`config.mk`:
```
export PLATFORM = sky130hd
export DESIGN_NAME = steady_pitch_tracker_top
export DESIGN_NICKNAME = d
export VERILOG_FILES = /design/src/rtl/spt_pkg.sv /design/src/rtl/spt_in_stage.sv /design/src/rtl/spt_track.sv /design/src/rtl/steady_pitch_tracker_top.sv
export SDC_FILE = /design/constraint.sdc
export NUM_CORES = 1
export LEC_CHECK = 0
export BUFFER_PORTS_ARGS = -buffer_cell sky130_fd_sc_hd__buf_2
export CORE_MARGIN = 2
export CORE_UTILIZATION = 53
export DETAILED_ROUTE_END_ITERATION = 12
export PLACE_DENSITY = 0.71
export SLEW_MARGIN = 25
export SYNTH_ARGS = -nofsm -noshare
export SYNTH_HDL_FRONTEND = slang
export SYNTH_SLANG_ARGS = --single-unit
```
`constraint.sdc`:
```
create_clock -name clk_i -period 12.2 [get_ports clk_i]
set_input_delay 0.61 -clock clk_i [delete_from_list [all_inputs] [get_ports clk_i]]
set_output_delay 0.61 -clock clk_i [all_outputs]
set_load 0.1 [all_outputs]
```
`src/rtl/spt_pkg.sv`:
```
// Package for the steady pitch tracker: word types, constants and helpers.
`default_nettype none
package spt_pkg;

  localparam int unsigned PitchW = 24;
  localparam int unsigned TimeW  = 32;
  localparam int unsigned DurW   = 31;
  localparam int unsigned ThrW   = 23;

  localparam logic [ThrW-1:0]          ThrReset      = 23'd655;
  localparam logic signed [PitchW-1:0] GoodPitchInit = 24'sd65536;
  localparam logic signed [TimeW:0]    OneSecond     = 33'sd65536;
  localparam logic [TimeW:0]           TwoSeconds    = 33'd131072;
  localparam logic [DurW-1:0]          DurMax        = 31'h7FFF_FFFF;

  typedef struct packed {
    logic signed [PitchW-1:0] pitch;
    logic signed [TimeW-1:0]  track_time;
  } in_word_t;

  typedef struct packed {
    logic [DurW-1:0]          steady_duration;
    logic signed [PitchW-1:0] steady_value;
  } out_word_t;

  // input register contents handed to the tracker
  typedef struct packed {
    logic     valid;
    in_word_t word;
  } stage_t;

  // clamp a 33-bit signed value to the signed 32-bit range
  function automatic logic signed [TimeW-1:0] sat32(input logic signed [TimeW:0] v);
    logic signed [TimeW-1:0] r;
    if (v[TimeW] != v[TimeW-1]) begin
      r = v[TimeW] ? {1'b1, {(TimeW-1){1'b0}}} : {1'b0, {(TimeW-1){1'b1}}};
    end else begin
      r = v[TimeW-1:0];
    end
    return r;
  endfunction

  // magnitude of a 33-bit difference of two 32-bit values (never -2^32)
  function automatic logic [TimeW:0] abs33(input logic signed [TimeW:0] v);
    logic [TimeW:0] r;
    r = v[TimeW] ? 33'(-v) : 33'(v);
    return r;
  endfunction

endpackage
`default_nettype wire

```
`src/rtl/spt_in_stage.sv`:
```
// Input register of the steady pitch tracker with its stall logic.
`default_nettype none
module spt_in_stage (
  input  wire logic              clk_i,
  input  wire logic              rst_ni,
  input  wire logic              in_valid_i,
  output logic                   in_stall_o,
  input  wire spt_pkg::in_word_t in_word_i,
  input  wire logic              adv_i,
  output spt_pkg::stage_t        stage_o
);

  logic              valid_q, valid_d;
  spt_pkg::in_word_t word_q;
  logic              accept;

  assign in_stall_o = valid_q && !adv_i;
  assign accept     = in_valid_i && !in_stall_o;

  always_comb begin
    if (accept) begin
      valid_d = 1'b1;
    end else if (adv_i) begin
      valid_d = 1'b0;
    end else begin
      valid_d = valid_q;
    end
  end

  always_ff @(posedge clk_i or negedge rst_ni) begin
    if (!rst_ni) begin
      valid_q <= 1'b0;
    end else begin
      valid_q <= valid_d;
    end
  end

  always_ff @(posedge clk_i) begin
    if (accept) begin
      word_q <= in_word_i;
    end
  end

  assign stage_o.valid = valid_q;
  assign stage_o.word  = word_q;

endmodule
`default_nettype wire

```
`src/rtl/spt_track.sv`:
```
// Tracking state, per-word update logic and result register.
`default_nettype none
module spt_track (
  input  wire logic                      clk_i,
  input  wire logic                      rst_ni,
  input  wire spt_pkg::stage_t           stage_i,
  output logic                           adv_o,
  input  wire logic                      cfg_we_i,
  input  wire logic [spt_pkg::ThrW-1:0]  cfg_data_i,
  output logic                           out_valid_o,
  input  wire logic                      out_stall_i,
  output spt_pkg::out_word_t             out_word_o
);

  localparam int unsigned PW = spt_pkg::PitchW;
  localparam int unsigned TW = spt_pkg::TimeW;
  localparam int unsigned DW = spt_pkg::DurW;

  logic [spt_pkg::ThrW-1:0] thr_q;
  logic signed [PW-1:0]     ref_q, ref_d;
  logic signed [PW-1:0]     good_q, good_d;
  logic signed [TW-1:0]     sst_q, sst_d;
  logic [DW-1:0]            ld_q, ld_d;
  logic signed [TW-1:0]     prev_q, prev_d;
  logic                     back_q, back_d;
  logic                     out_valid_q, out_valid_d;
  spt_pkg::out_word_t       out_q;
  logic [DW-1:0]            dur_res;

  logic                     fire;
  logic signed [PW-1:0]     p;
  logic signed [TW-1:0]     t;
  logic signed [PW:0]       pdiff;
  logic [PW:0]              pabs;
  logic                     pitch_ok, sign_chg, resync, refresh;
  logic signed [TW:0]       tdiff, sdiff, step_sum, rs_sum;
  logic [TW:0]              sabs;
  logic signed [TW-1:0]     sst_step, sst_eff, sst_rs;
  logic [DW-1:0]            span;

  assign adv_o = !out_valid_q || !out_stall_i;
  assign fire  = stage_i.valid && adv_o;
  assign p     = stage_i.word.pitch;
  assign t     = stage_i.word.track_time;

  always_comb begin
    pdiff    = {p[PW-1], p} - {ref_q[PW-1], ref_q};
    pabs     = pdiff[PW] ? (PW+1)'(-pdiff) : (PW+1)'(pdiff);
    pitch_ok = pabs < {2'b00, thr_q};
    sign_chg = p[PW-1] != back_q;
    resync   = back_q ? (t > prev_q) : (t < prev_q);
    // refresh check and 1 s move of the start time
    tdiff    = {t[TW-1], t} - {sst_q[TW-1], sst_q};
    refresh  = spt_pkg::abs33(tdiff) > spt_pkg::TwoSeconds;
    step_sum = back_q ? ({sst_q[TW-1], sst_q} - spt_pkg::OneSecond)
                      : ({sst_q[TW-1], sst_q} + spt_pkg::OneSecond);
    sst_step = spt_pkg::sat32(step_sum);
    sst_eff  = refresh ? sst_step : sst_q;
    sdiff    = {t[TW-1], t} - {sst_eff[TW-1], sst_eff};
    sabs     = spt_pkg::abs33(sdiff);
    span     = (sabs > {2'b00, spt_pkg::DurMax}) ? spt_pkg::DurMax : sabs[DW-1:0];
    // start time rebuilt from the kept duration on a resync
    rs_sum   = back_q ? ({t[TW-1], t} + {2'b00, ld_q}) : ({t[TW-1], t} - {2'b00, ld_q});
    sst_rs   = spt_pkg::sat32(rs_sum);
  end

  always_comb begin
    ref_d   = ref_q;
    good_d  = good_q;
    sst_d   = sst_q;
    ld_d    = ld_q;
    prev_d  = prev_q;
    back_d  = back_q;
    dur_res = '0;
    if (sign_chg || (resync && !pitch_ok) || (!resync && !pitch_ok)) begin
      // restart tracking on this word
      ref_d  = p;
      sst_d  = t;
      prev_d = t;
      back_d = p[PW-1];
      ld_d   = '0;
    end else if (resync) begin
      prev_d  = t;
      sst_d   = sst_rs;
      dur_res = ld_q;
    end else begin
      prev_d = t;
      if (refresh) begin
        ref_d  = p;
        good_d = p;
        sst_d  = sst_step;
      end
      ld_d    = span;
      dur_res = span;
    end
  end

  always_comb begin
    if (fire) begin
      out_valid_d = 1'b1;
    end else if (out_stall_i) begin
      out_valid_d = out_valid_q;
    end else begin
      out_valid_d = 1'b0;
    end
  end

  always_ff @(posedge clk_i or negedge rst_ni) begin
    if (!rst_ni) begin
      thr_q       <= spt_pkg::ThrReset;
      ref_q       <= '0;
      good_q      <= spt_pkg::GoodPitchInit;
      sst_q       <= '0;
      ld_q        <= '0;
      prev_q      <= '0;
      back_q      <= 1'b0;
      out_valid_q <= 1'b0;
    end else begin
      out_valid_q <= out_valid_d;
      if (cfg_we_i) begin
        thr_q <= cfg_data_i;
      end
      if (fire) begin
        ref_q  <= ref_d;
        good_q <= good_d;
        sst_q  <= sst_d;
        ld_q   <= ld_d;
        prev_q <= prev_d;
        back_q <= back_d;
      end
    end
  end

  always_ff @(posedge clk_i) begin
    if (fire) begin
      out_q.steady_duration <= dur_res;
      out_q.steady_value    <= good_d;
    end
  end

  assign out_valid_o = out_valid_q;
  assign out_word_o  = out_q;

endmodule
`default_nettype wire

```
`src/rtl/steady_pitch_tracker_top.sv`:
```
// Top level of the steady pitch tracker.
// Accepted input words pass the input register, then the result register.
// Throughput: one word per cycle unless stalled; state is written with the result word.
// Reset (rst_ni, async, active low): threshold 655, good pitch 1.0, all other state zero.
// Configuration writes are always ready and take effect on the next cycle.
`default_nettype none
module steady_pitch_tracker_top (
  input  wire logic                      clk_i,
  input  wire logic                      rst_ni,
  // input words
  input  wire logic                      in_valid_i,
  output logic                           in_stall_o,
  input  wire spt_pkg::in_word_t         in_word_i,
  // result words
  output logic                           out_valid_o,
  input  wire logic                      out_stall_i,
  output spt_pkg::out_word_t             out_word_o,
  // pitch threshold register write
  input  wire logic                      cfg_valid_i,
  output logic                           cfg_ready_o,
  input  wire logic [spt_pkg::ThrW-1:0]  cfg_data_i
);

  spt_pkg::stage_t stage;
  logic            adv;

  // threshold register accepts writes at any time
  assign cfg_ready_o = 1'b1;

  // input register: holds one word while the result register is stalled
  spt_in_stage u_in_stage (
    .clk_i      (clk_i),
    .rst_ni     (rst_ni),
    .in_valid_i (in_valid_i),
    .in_stall_o (in_stall_o),
    .in_word_i  (in_word_i),
    .adv_i      (adv),
    .stage_o    (stage)
  );

  // tracker: sign change, resync, refresh and saturation all resolved in one pass,
  // state and result written together when the word moves on
  spt_track u_track (
    .clk_i       (clk_i),
    .rst_ni      (rst_ni),
    .stage_i     (stage),
    .adv_o       (adv),
    .cfg_we_i    (cfg_valid_i && cfg_ready_o),
    .cfg_data_i  (cfg_data_i),
    .out_valid_o (out_valid_o),
    .out_stall_i (out_stall_i),
    .out_word_o  (out_word_o)
  );

`ifndef NO_ASSERTIONS
  // accepted word lands in the input register
  a_accept_loads: assert property (@(posedge clk_i) disable iff (!rst_ni)
    (in_valid_i && !in_stall_o) |=> stage.valid)
    else $error("accepted word not held in input register");

  // a word leaving the input register produces a result
  a_word_to_result: assert property (@(posedge clk_i) disable iff (!rst_ni)
    (stage.valid && !in_stall_o) |=> out_valid_o)
    else $error("word advanced without a result");

  // a held word cannot move while the result is blocked
  a_block_backpressure: assert property (@(posedge clk_i) disable iff (!rst_ni)
    (out_valid_o && out_stall_i && stage.valid) |-> in_stall_o)
    else $error("input not stalled behind a blocked result");
`endif

endmodule
`default_nettype wire
```
==> flow_results.org, run 1 <==
** Clock tree
- Clock latency on the worst-skew pair :: 0.56 ns
- Once the clock tree was built, the resizer swapped 0 gates to a different size.
- Buffers inserted during clock tree synthesis total 34.
- Number of buffers inserted by hold repair at cts :: 1
- The H-tree generated during clock tree synthesis spans 2 levels.
- The root buffer cell chosen for the clock tree is sky130_fd_sc_hd__clkbuf_16.
- Clock Path Buffers :: 3
- Num Clock Sinks :: 280
- After clock tree synthesis, the clock-pin slew on the worst setup and hold paths is 0.06 ns.
- Post-CTS setup-driven buffer insertion count :: 0
- TritonCTS built the clock tree.

** Yosys
- Synthesis instantiated 102 different standard cells from the library.
- Syn_area_per_cell :: 8.59 sq um
- Post-synth ARST share :: 60.4%
- Total nets after synthesis :: 3091
- Fraction of the yosys area taken by sequential cells :: 31.4%
- Number of enable-type register cells in the synthesized netlist :: 111
- Flop and latch count out of synthesis :: 280
- The Yosys step of the flow raised 0 warnings.
- Cell Area, Synth :: 24100 sq um
- In the synthesized netlist, the number of instances is 2807.
- Primary flip-flop cell chosen by synthesis mapping :: sky130_fd_sc_hd__dfrtp_1

** STA
- Setup repair after global routing left no endpoint under its margin.
- Adding up every negative setup slack in the final design gives 0 ns.
- Timing would allow up to 0.0925 GHz.
- Max-slew violations :: 0
- Slew @ Worst Pin :: 0.953 ns
- Share of the cycle needed by the critical path after routing :: 88.6%
- Between clock sinks in the finished design, the worst skew comes to 0.0224 ns.
- Hold Fails Final Rpt :: 0
- Setup violation total in the final timing report :: 0
- Max transition margin :: 36.4%
- For the finished layout, the period the worst path requires is 10.81 ns.

** Setup path
- The largest individual stage delay along the critical path comes from the cell sky130_fd_sc_hd__mux2_2.
- Largest fanout on the critical path :: 31
- In this run the critical register-to-register path is captured at u_track.out_word_o[27].
- Crit path DAT :: 11.17 ns
- Largest delay contributor family on the critical path :: compound AO/OA/AOI/OAI gates
- The worst register-to-register path begins at u_in_stage.stage_o[1].
- Number of buffer and inverter stages on the critical path :: 3
- Critical setup path kind :: reg -> reg
- Data on the critical path is required at its endpoint by 12.56 ns.
- The number of cells on the worst reg-to-reg path is 32.
- For flop-to-flop paths, the worst setup slack is 1.39 ns.
- In this design, the stage delay of the slowest critical-path cell is 0.67 ns.
- STA classifies the critical path startpoint as a register.
- Endpoint class of the critical path :: register

** Floorplanning
- Horizontal die dimension :: 217 microns
- The die is 217 microns tall.
- Initial core utilization :: 53.5%
- Standard cell core area :: 45100 sq um
- Die outline area :: 47200 sq um
- Row generation in the floorplan step produced 78 rows.
- During I/O placement, the number of pins put on the boundary was 142.

** Finish
- Antenna cell count :: 0
- Most common cell after layout, fill and taps aside :: sky130_fd_sc_hd__nand2_1
- After the last flow step, the layout net total stands at 3171.
- Top library cells by usage in the layout, fill and taps aside :: sky130_fd_sc_hd__nand2_1 (259), sky130_fd_sc_hd__a21oi_1 (240), sky130_fd_sc_hd__nor2_1 (221)
- Layout overhead on the synthesized area :: 9.80%
- The post-route netlist has 11.1% of its cells at a drive strength greater than 1.

** Flow run
- Max-cap violations in this run came to 0.

** Worst hold path
- In this run the worst hold path is classified as in -> reg.
- Endpoint of the worst hold-timing path :: u_in_stage.stage_o[34]
- In this run the most critical hold path is launched from in_word_i[34].
- Counting instances, the worst hold path has a depth of 1.

** Route
- In this run, the number of DRC markers left after iteration 0 of detailed routing was 1841.
- DR WL/cell :: 20.4 microns
- DRT Pass-1 Iters :: 7
- Post-route ant nets :: 0
- The detailed router placed 22000 vias in this run.
- Routed vias/inst :: 6.27
- For this run, design rule violations remaining after detail routing come to 0.
- Detailed Route WL :: 71.8 mm

** GRT
- Vias in the first global route :: 21300
- The number of antenna violations at the first check in global routing came to 1.
- The total overflow left after global routing is 0.
- The first global-routing pass estimated 113 mm of wire.
- Maximum number of pins on one net before global-route repair :: 90
- Global routing consumed, over all layers together, 30.1% of the routing resources.

** Status
- Run status :: completed

** Placement
- Detailed placement ended at an HPWL of 54.4 mm.
- In this run the tool buffered the top-level ports with 140 buffer cells.
- Final weighted congestion in routability-driven placement :: 0.986
## stage by stage
| stage | hold WS (ns) | area, sq um | utilization [%] | cells | setup slack, ns |
|---|---|---|---|---|---|
| floorplan | 0.314 | 24100 | - | 2807 | 3.81 |
| global placement | 0.467 | 25200 | 55.9 | 3448 | 1.85 |
| detailed placement | 0.474 | 25200 | 56.0 | 3450 | 1.67 |
| CTS | 0.195 | 26500 | 58.7 | 3513 | 1.59 |
| global route | 0.196 | 26500 | 58.7 | 3513 | 0.650 |
| finish | 0.225 | 26500 | 58.7 | 3513 | 1.39 |
## area by class of cell
type	instances	area (sq um)
Tap cell	600	751
Sequential cell	280	7570
Clock buffer	48	976
Multi-Input combinational cell	2220	15300
Fill cell	4079	18600
Timing Repair Buffer	168	947
Inverter	183	689
Clock inverter	14	226
## layer usage
metal / global-route usage (%) / vias to the layer above / wire length (microns)
met5: 0 / - / 0
met4: 12.7 / 0 / 3080
met1: 38.1 / 10700 / 30400
li1: - / 10500 / -
met2: 51.6 / 704 / 34600
met3: 3.97 / 163 / 3730
## state kept, by name (all words and copies together) (netlist names)
signal	cells
u_in_stage.stage_o	56
u_in_stage.valid_q	1
u_track.back_q	1
u_track.good_q	24
u_track.ld_q	31
u_track.out_valid_o	1
u_track.out_word_o	55
u_track.prev_q	32
u_track.ref_q	24
u_track.sst_q	32
u_track.thr_q	23
## Yosys cell counts (22+ instances only)
| master | n | share of area [%] |
|---|---|---|
| sky130_fd_sc_hd__o21a_1 | 26 | 0.81 |
| sky130_fd_sc_hd__and3_1 | 28 | 0.73 |
| sky130_fd_sc_hd__mux2_2 | 30 | 1.4 |
| sky130_fd_sc_hd__nand2_1 | 260 | 4.0 |
| sky130_fd_sc_hd__mux2_1 | 47 | 2.2 |
| sky130_fd_sc_hd__o21ai_0 | 201 | 4.2 |
| sky130_fd_sc_hd__ha_1 | 195 | 10 |
| sky130_fd_sc_hd__a21oi_1 | 241 | 5.0 |
| sky130_fd_sc_hd__nand4_1 | 31 | 0.80 |
| sky130_fd_sc_hd__nand2b_1 | 23 | 0.60 |
| sky130_fd_sc_hd__a21o_1 | 97 | 3.0 |
| sky130_fd_sc_hd__inv_1 | 183 | 2.8 |
| sky130_fd_sc_hd__nand3_1 | 43 | 0.89 |
| sky130_fd_sc_hd__buf_2 | 22 | 0.46 |
| sky130_fd_sc_hd__dfrtp_1 | 162 | 17 |
| sky130_fd_sc_hd__xor2_1 | 65 | 2.4 |
| sky130_fd_sc_hd__nor2_1 | 221 | 3.4 |
| sky130_fd_sc_hd__o211ai_1 | 36 | 1.1 |
| sky130_fd_sc_hd__a31oi_1 | 28 | 0.73 |
| sky130_fd_sc_hd__edfxtp_1 | 111 | 14 |
| sky130_fd_sc_hd__clkbuf_1 | 85 | 1.3 |
| sky130_fd_sc_hd__o22ai_1 | 22 | 0.57 |
| sky130_fd_sc_hd__xnor2_1 | 115 | 4.2 |
| sky130_fd_sc_hd__nor3_1 | 44 | 0.91 |
| sky130_fd_sc_hd__a211oi_1 | 58 | 1.8 |
| sky130_fd_sc_hd__or3_1 | 23 | 0.60 |
## worst reg2reg max path, delay by kind of cell (launching register included)
kind / cells / cell delay (ns)
AO/OA/AOI/OAI: 15 / 4.20
XOR/XNOR: 1 / 0.21
adder cells (fa/ha/maj): 3 / 1.08
buffers and inverters: 3 / 0.50
flip-flops: 1 / 0.58
multiplexers: 1 / 0.67
AND/OR/NAND/NOR: 9 / 3.39
## how the worst max path moves through the flow
stage | end | startpoint | cells after the start | slack (ns)
floorplan | u_track.out_word_o[46] | u_in_stage.stage_o[1] | 34 | 3.81
global placement | u_track.out_word_o[30] | u_in_stage.stage_o[1] | 30 | 1.85
detailed placement | u_track.out_word_o[30] | u_in_stage.stage_o[1] | 32 | 1.67
CTS | u_track.out_word_o[30] | u_in_stage.stage_o[1] | 32 | 1.59
global route | u_track.out_word_o[30] | u_in_stage.stage_o[1] | 30 | 0.65
finish | u_track.out_word_o[27] | u_in_stage.stage_o[1] | 32 | 1.39
## logic make-up (layout without fill, tap and decap cells)
family / after synthesis / in the layout / share of synthesized area (%)
other cells: 1 / 1 / 0.0156
xor+xnor: 180 / 180 / 6.54
mux: 98 / 98 / 4.47
compound gates: 921 / 921 / 25.3
simple gates: 819 / 819 / 16.5
fa+ha+maj: 201 / 201 / 10.6
flops: 280 / 280 / 31.4
buf+inv: 307 / 413 / 5.22
Power of run 1 is left out: the tool's default activity adds up to more than one toggle a clock period on the data nets, which glitch-free logic cannot reach.
==> run 2: changes to the inputs <==
- CORE_UTILIZATION: 53 -> 27
- PLACE_DENSITY: 0.71 -> unset
==> flow_results.org, run 2 (synthesis gave the netlist of run 1 again) <==
** Status
- The flow ran to the end, and the final reports show no timing, DRC or antenna violations.

** GRT
- Wire length of the first global-routing pass :: 117 mm (+3.0%)
- Vias in the first global route :: 20200 (-5.2%)
- The aggregate global routing overflow was 0 (unchanged).
- All-Layer GR Usage :: 16.1% (-14 points)
- The number of antenna violations at the first check in global routing is 5 (+4).
- Maximum number of pins on one net before global-route repair :: 101 (+12%)

** Setup path
- Critical-path cell with the highest stage delay :: sky130_fd_sc_hd__nor4_1
- Cell depth of the worst flop-to-flop path :: 30 (-6.3%)
- The worst setup path is launched from a register.
- R2r startpoint :: u_in_stage.stage_o[1]
- STA classifies the critical path endpoint as a register.
- Tracing the worst setup path back leads to its startpoint at u_in_stage.stage_o[1].
- Largest delay contributor family on the critical path :: compound AO/OA/AOI/OAI gates
- The critical path depth in cells was 30 (-6.3%).
- Required @ worst endpoint :: 12.47 ns (-0.09 ns)
- The largest stage delay on the critical path is 0.72 ns (+0.05 ns).
- The critical path is of the reg -> reg type.
- Crit path DAT :: 11.01 ns (-0.16 ns)
- The biggest fanout along the worst timing path came to 31 (unchanged).
- Number of buffer and inverter stages on the critical path :: 2 (-1)

** Floorplanning
- Floorplan row count :: 109 (+40%)
- Horizontal die dimension :: 303 microns (+39%)
- Top-level port count :: 142 (unchanged)
- Initial core utilization :: 27.3% (-26 points)
- Die outline area :: 91700 sq um (+94%)
- The die span in y is 303 microns (+39%).
- The area of the core was 88400 sq um (+96%).

** STA
- The total negative setup slack was 0 ns (unchanged).
- The final max-slew violation count is 0 (unchanged).
- The final setup skew was 0.0330 ns (+0.0105 ns).
- Unrepaired setup endpoints after global routing :: false
- The number of failing hold endpoints at the final stage is 0 (unchanged).
- Final setup margin :: 1.46 ns (+0.0686 ns)
- Share of the cycle needed by the critical path after routing :: 88.0% (-0.56 points)
- Max transition margin :: 30.8% (-5.7 points)
- The final critical delay including setup and external delays was 10.74 ns (-0.0686 ns).
- The transition time of the tightest slew-check pin was 1.03 ns (+0.0764 ns).
- Highest Clock Rate :: 0.0931 GHz (+0.64%)
- The final count of negative-setup-slack endpoints was 0 (unchanged).

** Finish
- The count of nets after finishing was 3170 (-0.032%).
- Flip-flop count of the largest register, all copies and words added :: 56 (unchanged)
- Leaving out fill and tap cells, the most frequent cell in the layout is sky130_fd_sc_hd__nand2_1.
- The final antenna diode count is 0 (unchanged).
- Layout overhead on the synthesized area :: 12.4%
- Share of cells above drive strength 1 :: 11.3% (+0.24 points)
- Final instance area :: 27100 sq um (+2.4%)
- Top library cells by usage in the layout, fill and taps aside :: sky130_fd_sc_hd__nand2_1 (259), sky130_fd_sc_hd__a21oi_1 (240), sky130_fd_sc_hd__nor2_1 (221)

** Clock tree
- Number of levels in the clock H-tree :: 2 (unchanged)
- TritonCTS clock tree :: done
- Clock Path Buffers :: 3 (unchanged)
- Post-CTS setup-driven buffer insertion count :: 0 (unchanged)
- CTS clock-pin slew for the worst setup and hold paths :: 0.06 ns (about the same)
- Number of buffers created by CTS :: 34 (unchanged)
- The number of hold-repair buffers added at the cts stage came to 0 (-1).
- Clock latency on the worst-skew pair :: 0.58 ns (+0.02 ns)
- Clk root buf :: sky130_fd_sc_hd__clkbuf_16
- The clock sink count came to 280 (unchanged).
- The number of gates resized after cts was 0 (unchanged).

** Route
- The number of vias after detailed routing came to 21600 (-2.0%).
- The wire length after detailed routing came to 75.8 mm (+5.6%).
- DRT Pass-1 Iters :: 5 (-2)
- The routed wire length per instance is 18.6 microns (-9.0%).
- 1st-iter DRT viols :: 1638 (-11%)
- Routed vias/inst :: 5.30 (-16%)
- Post-route ant nets :: 0 (unchanged)
- The total DRC errors in the routed layout is 0 (unchanged).

** Placement
- HPWL after DPL :: 57.1 mm (+4.9%)
- Count of port buffers added during placement :: 140 (unchanged)
- The post-placement cell area came to 25900 sq um (+2.7%).
- Final weighted congestion in routability-driven placement :: 0.948 (-3.9%)
- Placement Setup Slack :: 1.73 ns (+0.0681 ns)

** Worst hold path
- In this run the worst hold path is classified as in -> async.

** Flow run
- The max-cap violation count was 0 (unchanged).
[run 2: cell count changes in the layout (fill, tap and decap cells not counted), sizes merged]
cell	change
clkbuf	-5
clkinv	+5
bufinv	-3
clkinvlp	+3
buf	-1
dlygate4sd3	-1
inv	+1
[run 2: layout make-up]
class | instances | area, sq um
Fill cell | 9355 | 61300
Tap cell | 1165 | 1460
Inverter | 183 | 692
Clock inverter | 20 | 206
Timing Repair Buffer | 167 | 912
Multi-Input combinational cell | 2220 | 15300
Clock buffer | 42 | 932
Sequential cell | 280 | 7570
[run 2: stage by stage]
stage	hold WS (ns)	cells	utilization [%]
finish	0.0478	4077	30.7
global placement	0.464	4015	29.3
detailed placement	0.477	4015	29.3
floorplan	0.314	2807	-
CTS	0.0582	4077	30.6
global route	0.0939	4077	30.7
[run 2: per-layer routing]
layer	vias up	track usage (%)	part of all wire, %
met1	10300	22.3	46
li1	10500	-	-
met5	-	0	0.017
met4	2	4.23	2.6
met2	606	26.2	46
met3	114	2.22	5.4
[run 2: final timing paths]
path / to / slack [ns]
worst min-delay path: u_track.good_q[9] / 0.05
worst max register to register: u_track.out_word_o[30] / 1.46
max in group asynchronous: u_track.prev_q[7] / 10.85
worst min register to register: u_track.good_q[13] / 0.49
min in group clk_i: u_in_stage.stage_o[36] / 0.21
worst max-delay path: u_track.out_word_o[30] / 1.46
Power of run 2 is left out for the same reason.
==> run 3: changes to the inputs <==
==> constraint.sdc (replaced) <==
create_clock -name clk_i -period 9.08 [get_ports clk_i]
set_input_delay 1.362 -clock clk_i [delete_from_list [all_inputs] [get_ports clk_i]]
set_output_delay 1.362 -clock clk_i [all_outputs]
set_load 0.1 [all_outputs]
==> flow_results.org, run 3 (synthesis gave the netlist of run 1 again) <==
** Status
- Run status :: completed

** Finish
- Fin util :: 31.9% (+1.2 points)
- Final instance area :: 28200 sq um (+3.9%)
- The number of flip-flops under the largest register name was 56 (unchanged).
- The final antenna diode count came to 0 (unchanged).
- In the layout the commonest cells are sky130_fd_sc_hd__nand2_1 (259), sky130_fd_sc_hd__a21oi_1 (234), sky130_fd_sc_hd__nor2_1 (220).
- The count of nets after finishing came to 3282 (+3.5%).
- Share of cells above drive strength 1 :: 15.6% (+4.3 points)
- Most common cell after layout, fill and taps aside :: sky130_fd_sc_hd__nand2_1
- Relative to the synthesized area, the layout overhead comes to 16.8%.

** Route
- Detailed-route via count :: 22000 (+2.0%)
- The DRC violation total after the first TritonRoute iteration was 1902 (+16%).
- Final routed DRC violation total :: 0 (unchanged)
- DR WL/cell :: 18.6 microns (about the same)
- The number of search-and-repair iterations in the first detailed-routing pass was 6 (+1).
- Detailed Route WL :: 77.9 mm (+2.8%)
- Routed vias/inst :: 5.26 (-0.74%)
- The remaining antenna violation count is 0 (unchanged).

** GRT
- The number of antenna violations at the first check in global routing came to 4 (-1).
- Wire length of the first global-routing pass :: 120 mm (+2.9%)
- Remaining Overflow, GRT :: 0 (unchanged)
- All-Layer GR Usage :: 16.6% (+0.52 points)
- The pin count of the biggest net entering global routing came to 75 (-26%).
- The number of global-route vias before repair is 21000 (+4.1%).

** Floorplanning
- Horizontal die dimension :: 303 microns (unchanged)
- The die span in y came to 303 microns (unchanged).
- Initial core utilization :: 27.3% (unchanged)
- The die area was 91700 sq um (unchanged).
- Standard cell core area :: 88400 sq um (unchanged)
- The number of placement rows is 109 (unchanged).
- The top-level I/O count came to 142 (unchanged).

** STA
- The final setup skew is 0.0183 ns (-0.0147 ns).
- Slew @ Worst Pin :: 1.07 ns (+0.0405 ns)
- The post-route worst setup slack is 0.381 ns (-1.08 ns).
- Highest Clock Rate :: 0.115 GHz (+23%)
- The final critical delay including setup and external delays was 8.70 ns (-2.04 ns).
- The number of failing hold endpoints at the final stage was 0 (unchanged).
- Setup TNS after final layout :: 0 ns (unchanged)
- The worst-case headroom to the max-slew limit was 27.6% (-3.1 points).
- The final period utilization was 95.8% (+7.8 points).
- The final count of negative-setup-slack endpoints came to 0 (unchanged).
- Max-slew violations :: 0 (unchanged)

** Placement
- The half-perimeter wire length after placement came to 59.3 mm (+3.9%).
- Count of port buffers added during placement :: 140 (unchanged)
- The routability congestion estimate from global placement is 0.925 (-2.4%).
- Placed inst area :: 26800 sq um (+3.2%)
- Placement Setup Slack :: 0.102 ns (-1.63 ns)

** Clock tree
- TritonCTS built the clock tree.
- Clk root buf :: sky130_fd_sc_hd__clkbuf_16
- Number of levels in the clock H-tree :: 2 (unchanged)
- Num Clock Sinks :: 280 (unchanged)
- The number of hold-repair buffers added at the cts stage was 0 (unchanged).
- CTS clock-pin slew for the worst setup and hold paths :: 0.06 ns (about the same)
- Clock Path Buffers :: 3 (unchanged)
- The clock latency of the later-clocked register in the worst-skew pair was 0.57 ns (about the same).
- Number of buffers created by CTS :: 35 (+2.9%)

** Worst hold path
- Hold/Removal Path Class :: reg -> reg

** Setup path
- Critical-path cell with the highest stage delay :: sky130_fd_sc_hd__or4_4
- The most numerous cell type found on the critical path is sky130_fd_sc_hd__or4_1.
- The endpoint required time on the critical path came to 9.35 ns (-3.12 ns).
- Crit path DAT :: 8.97 ns (-2.04 ns)
- The largest stage delay on the critical path came to 0.57 ns (-0.15 ns).
- The biggest fanout along the worst timing path was 21 (-32%).
- Endpoint class of the critical path :: register
- Critical setup path kind :: reg -> reg
- CP Launch Type :: register

** Flow run
- Number of max-cap violations :: 0 (unchanged)
run 3: layout make-up:
class	count	area [sq um]
Timing Repair Buffer	278	1770
Fill cell	9304	60200
Tap cell	1165	1460
Multi-Input combinational cell	2220	15500
Inverter	183	692
Clock buffer	42	902
Clock inverter	22	241
Sequential cell	280	7570
run 3: repair_timing:
action                                  4_1_cts  5_1_grt
endpoints found under the setup margin        0       62
setup buffers                                 0        4
resized for setup                             0       50
run 3: worst paths after layout:
| check | from | to | slack, ns | cells past startpoint |
|---|---|---|---|---|
| setup reg to reg | u_track.sst_q[2] | u_track.out_word_o[30] | 0.38 | 33 |
| setup / recovery | u_track.sst_q[2] | u_track.out_word_o[30] | 0.38 | 33 |
| hold reg to reg | u_track.prev_q[29] | u_track.prev_q[29] | 0.48 | 1 |
| min in group asynchronous | rst_ni | u_track.good_q[9] | 0.79 | 1 |
| max in group asynchronous | rst_ni | u_track.ld_q[10] | 7.03 | 2 |
| hold / removal | u_track.prev_q[29] | u_track.prev_q[29] | 0.48 | 1 |
run 3: stage by stage:
step	instances	hold WS, ns
detailed placement	4122	0.471
CTS	4186	0.487
global placement	4122	0.462
finish	4190	0.480
global route	4190	0.496
floorplan	2807	0.449
run 3: worst max-delay path, delay by kind of cell, from the launching register on:
| kind | cells | cell delay, ns |
|---|---|---|
| XOR/XNOR | 1 | 0.08 |
| AND/OR/NAND/NOR | 12 | 3.78 |
| buffers and inverters | 5 | 0.63 |
| AO/OA/AOI/OAI | 11 | 2.23 |
| multiplexers | 1 | 0.34 |
| adder cells (fa/ha/maj) | 3 | 0.92 |
| flip-flops | 1 | 0.38 |
run 3: routing by layer:
layer	global-route usage [%]	vias to the layer above	wire, microns
met5	0	-	22
met4	5.11	4	2360
met3	2.58	131	4140
met2	27.1	579	35600
met1	22.6	10600	35800
li1	-	10700	-
Power of run 3 is left out for the same reason.
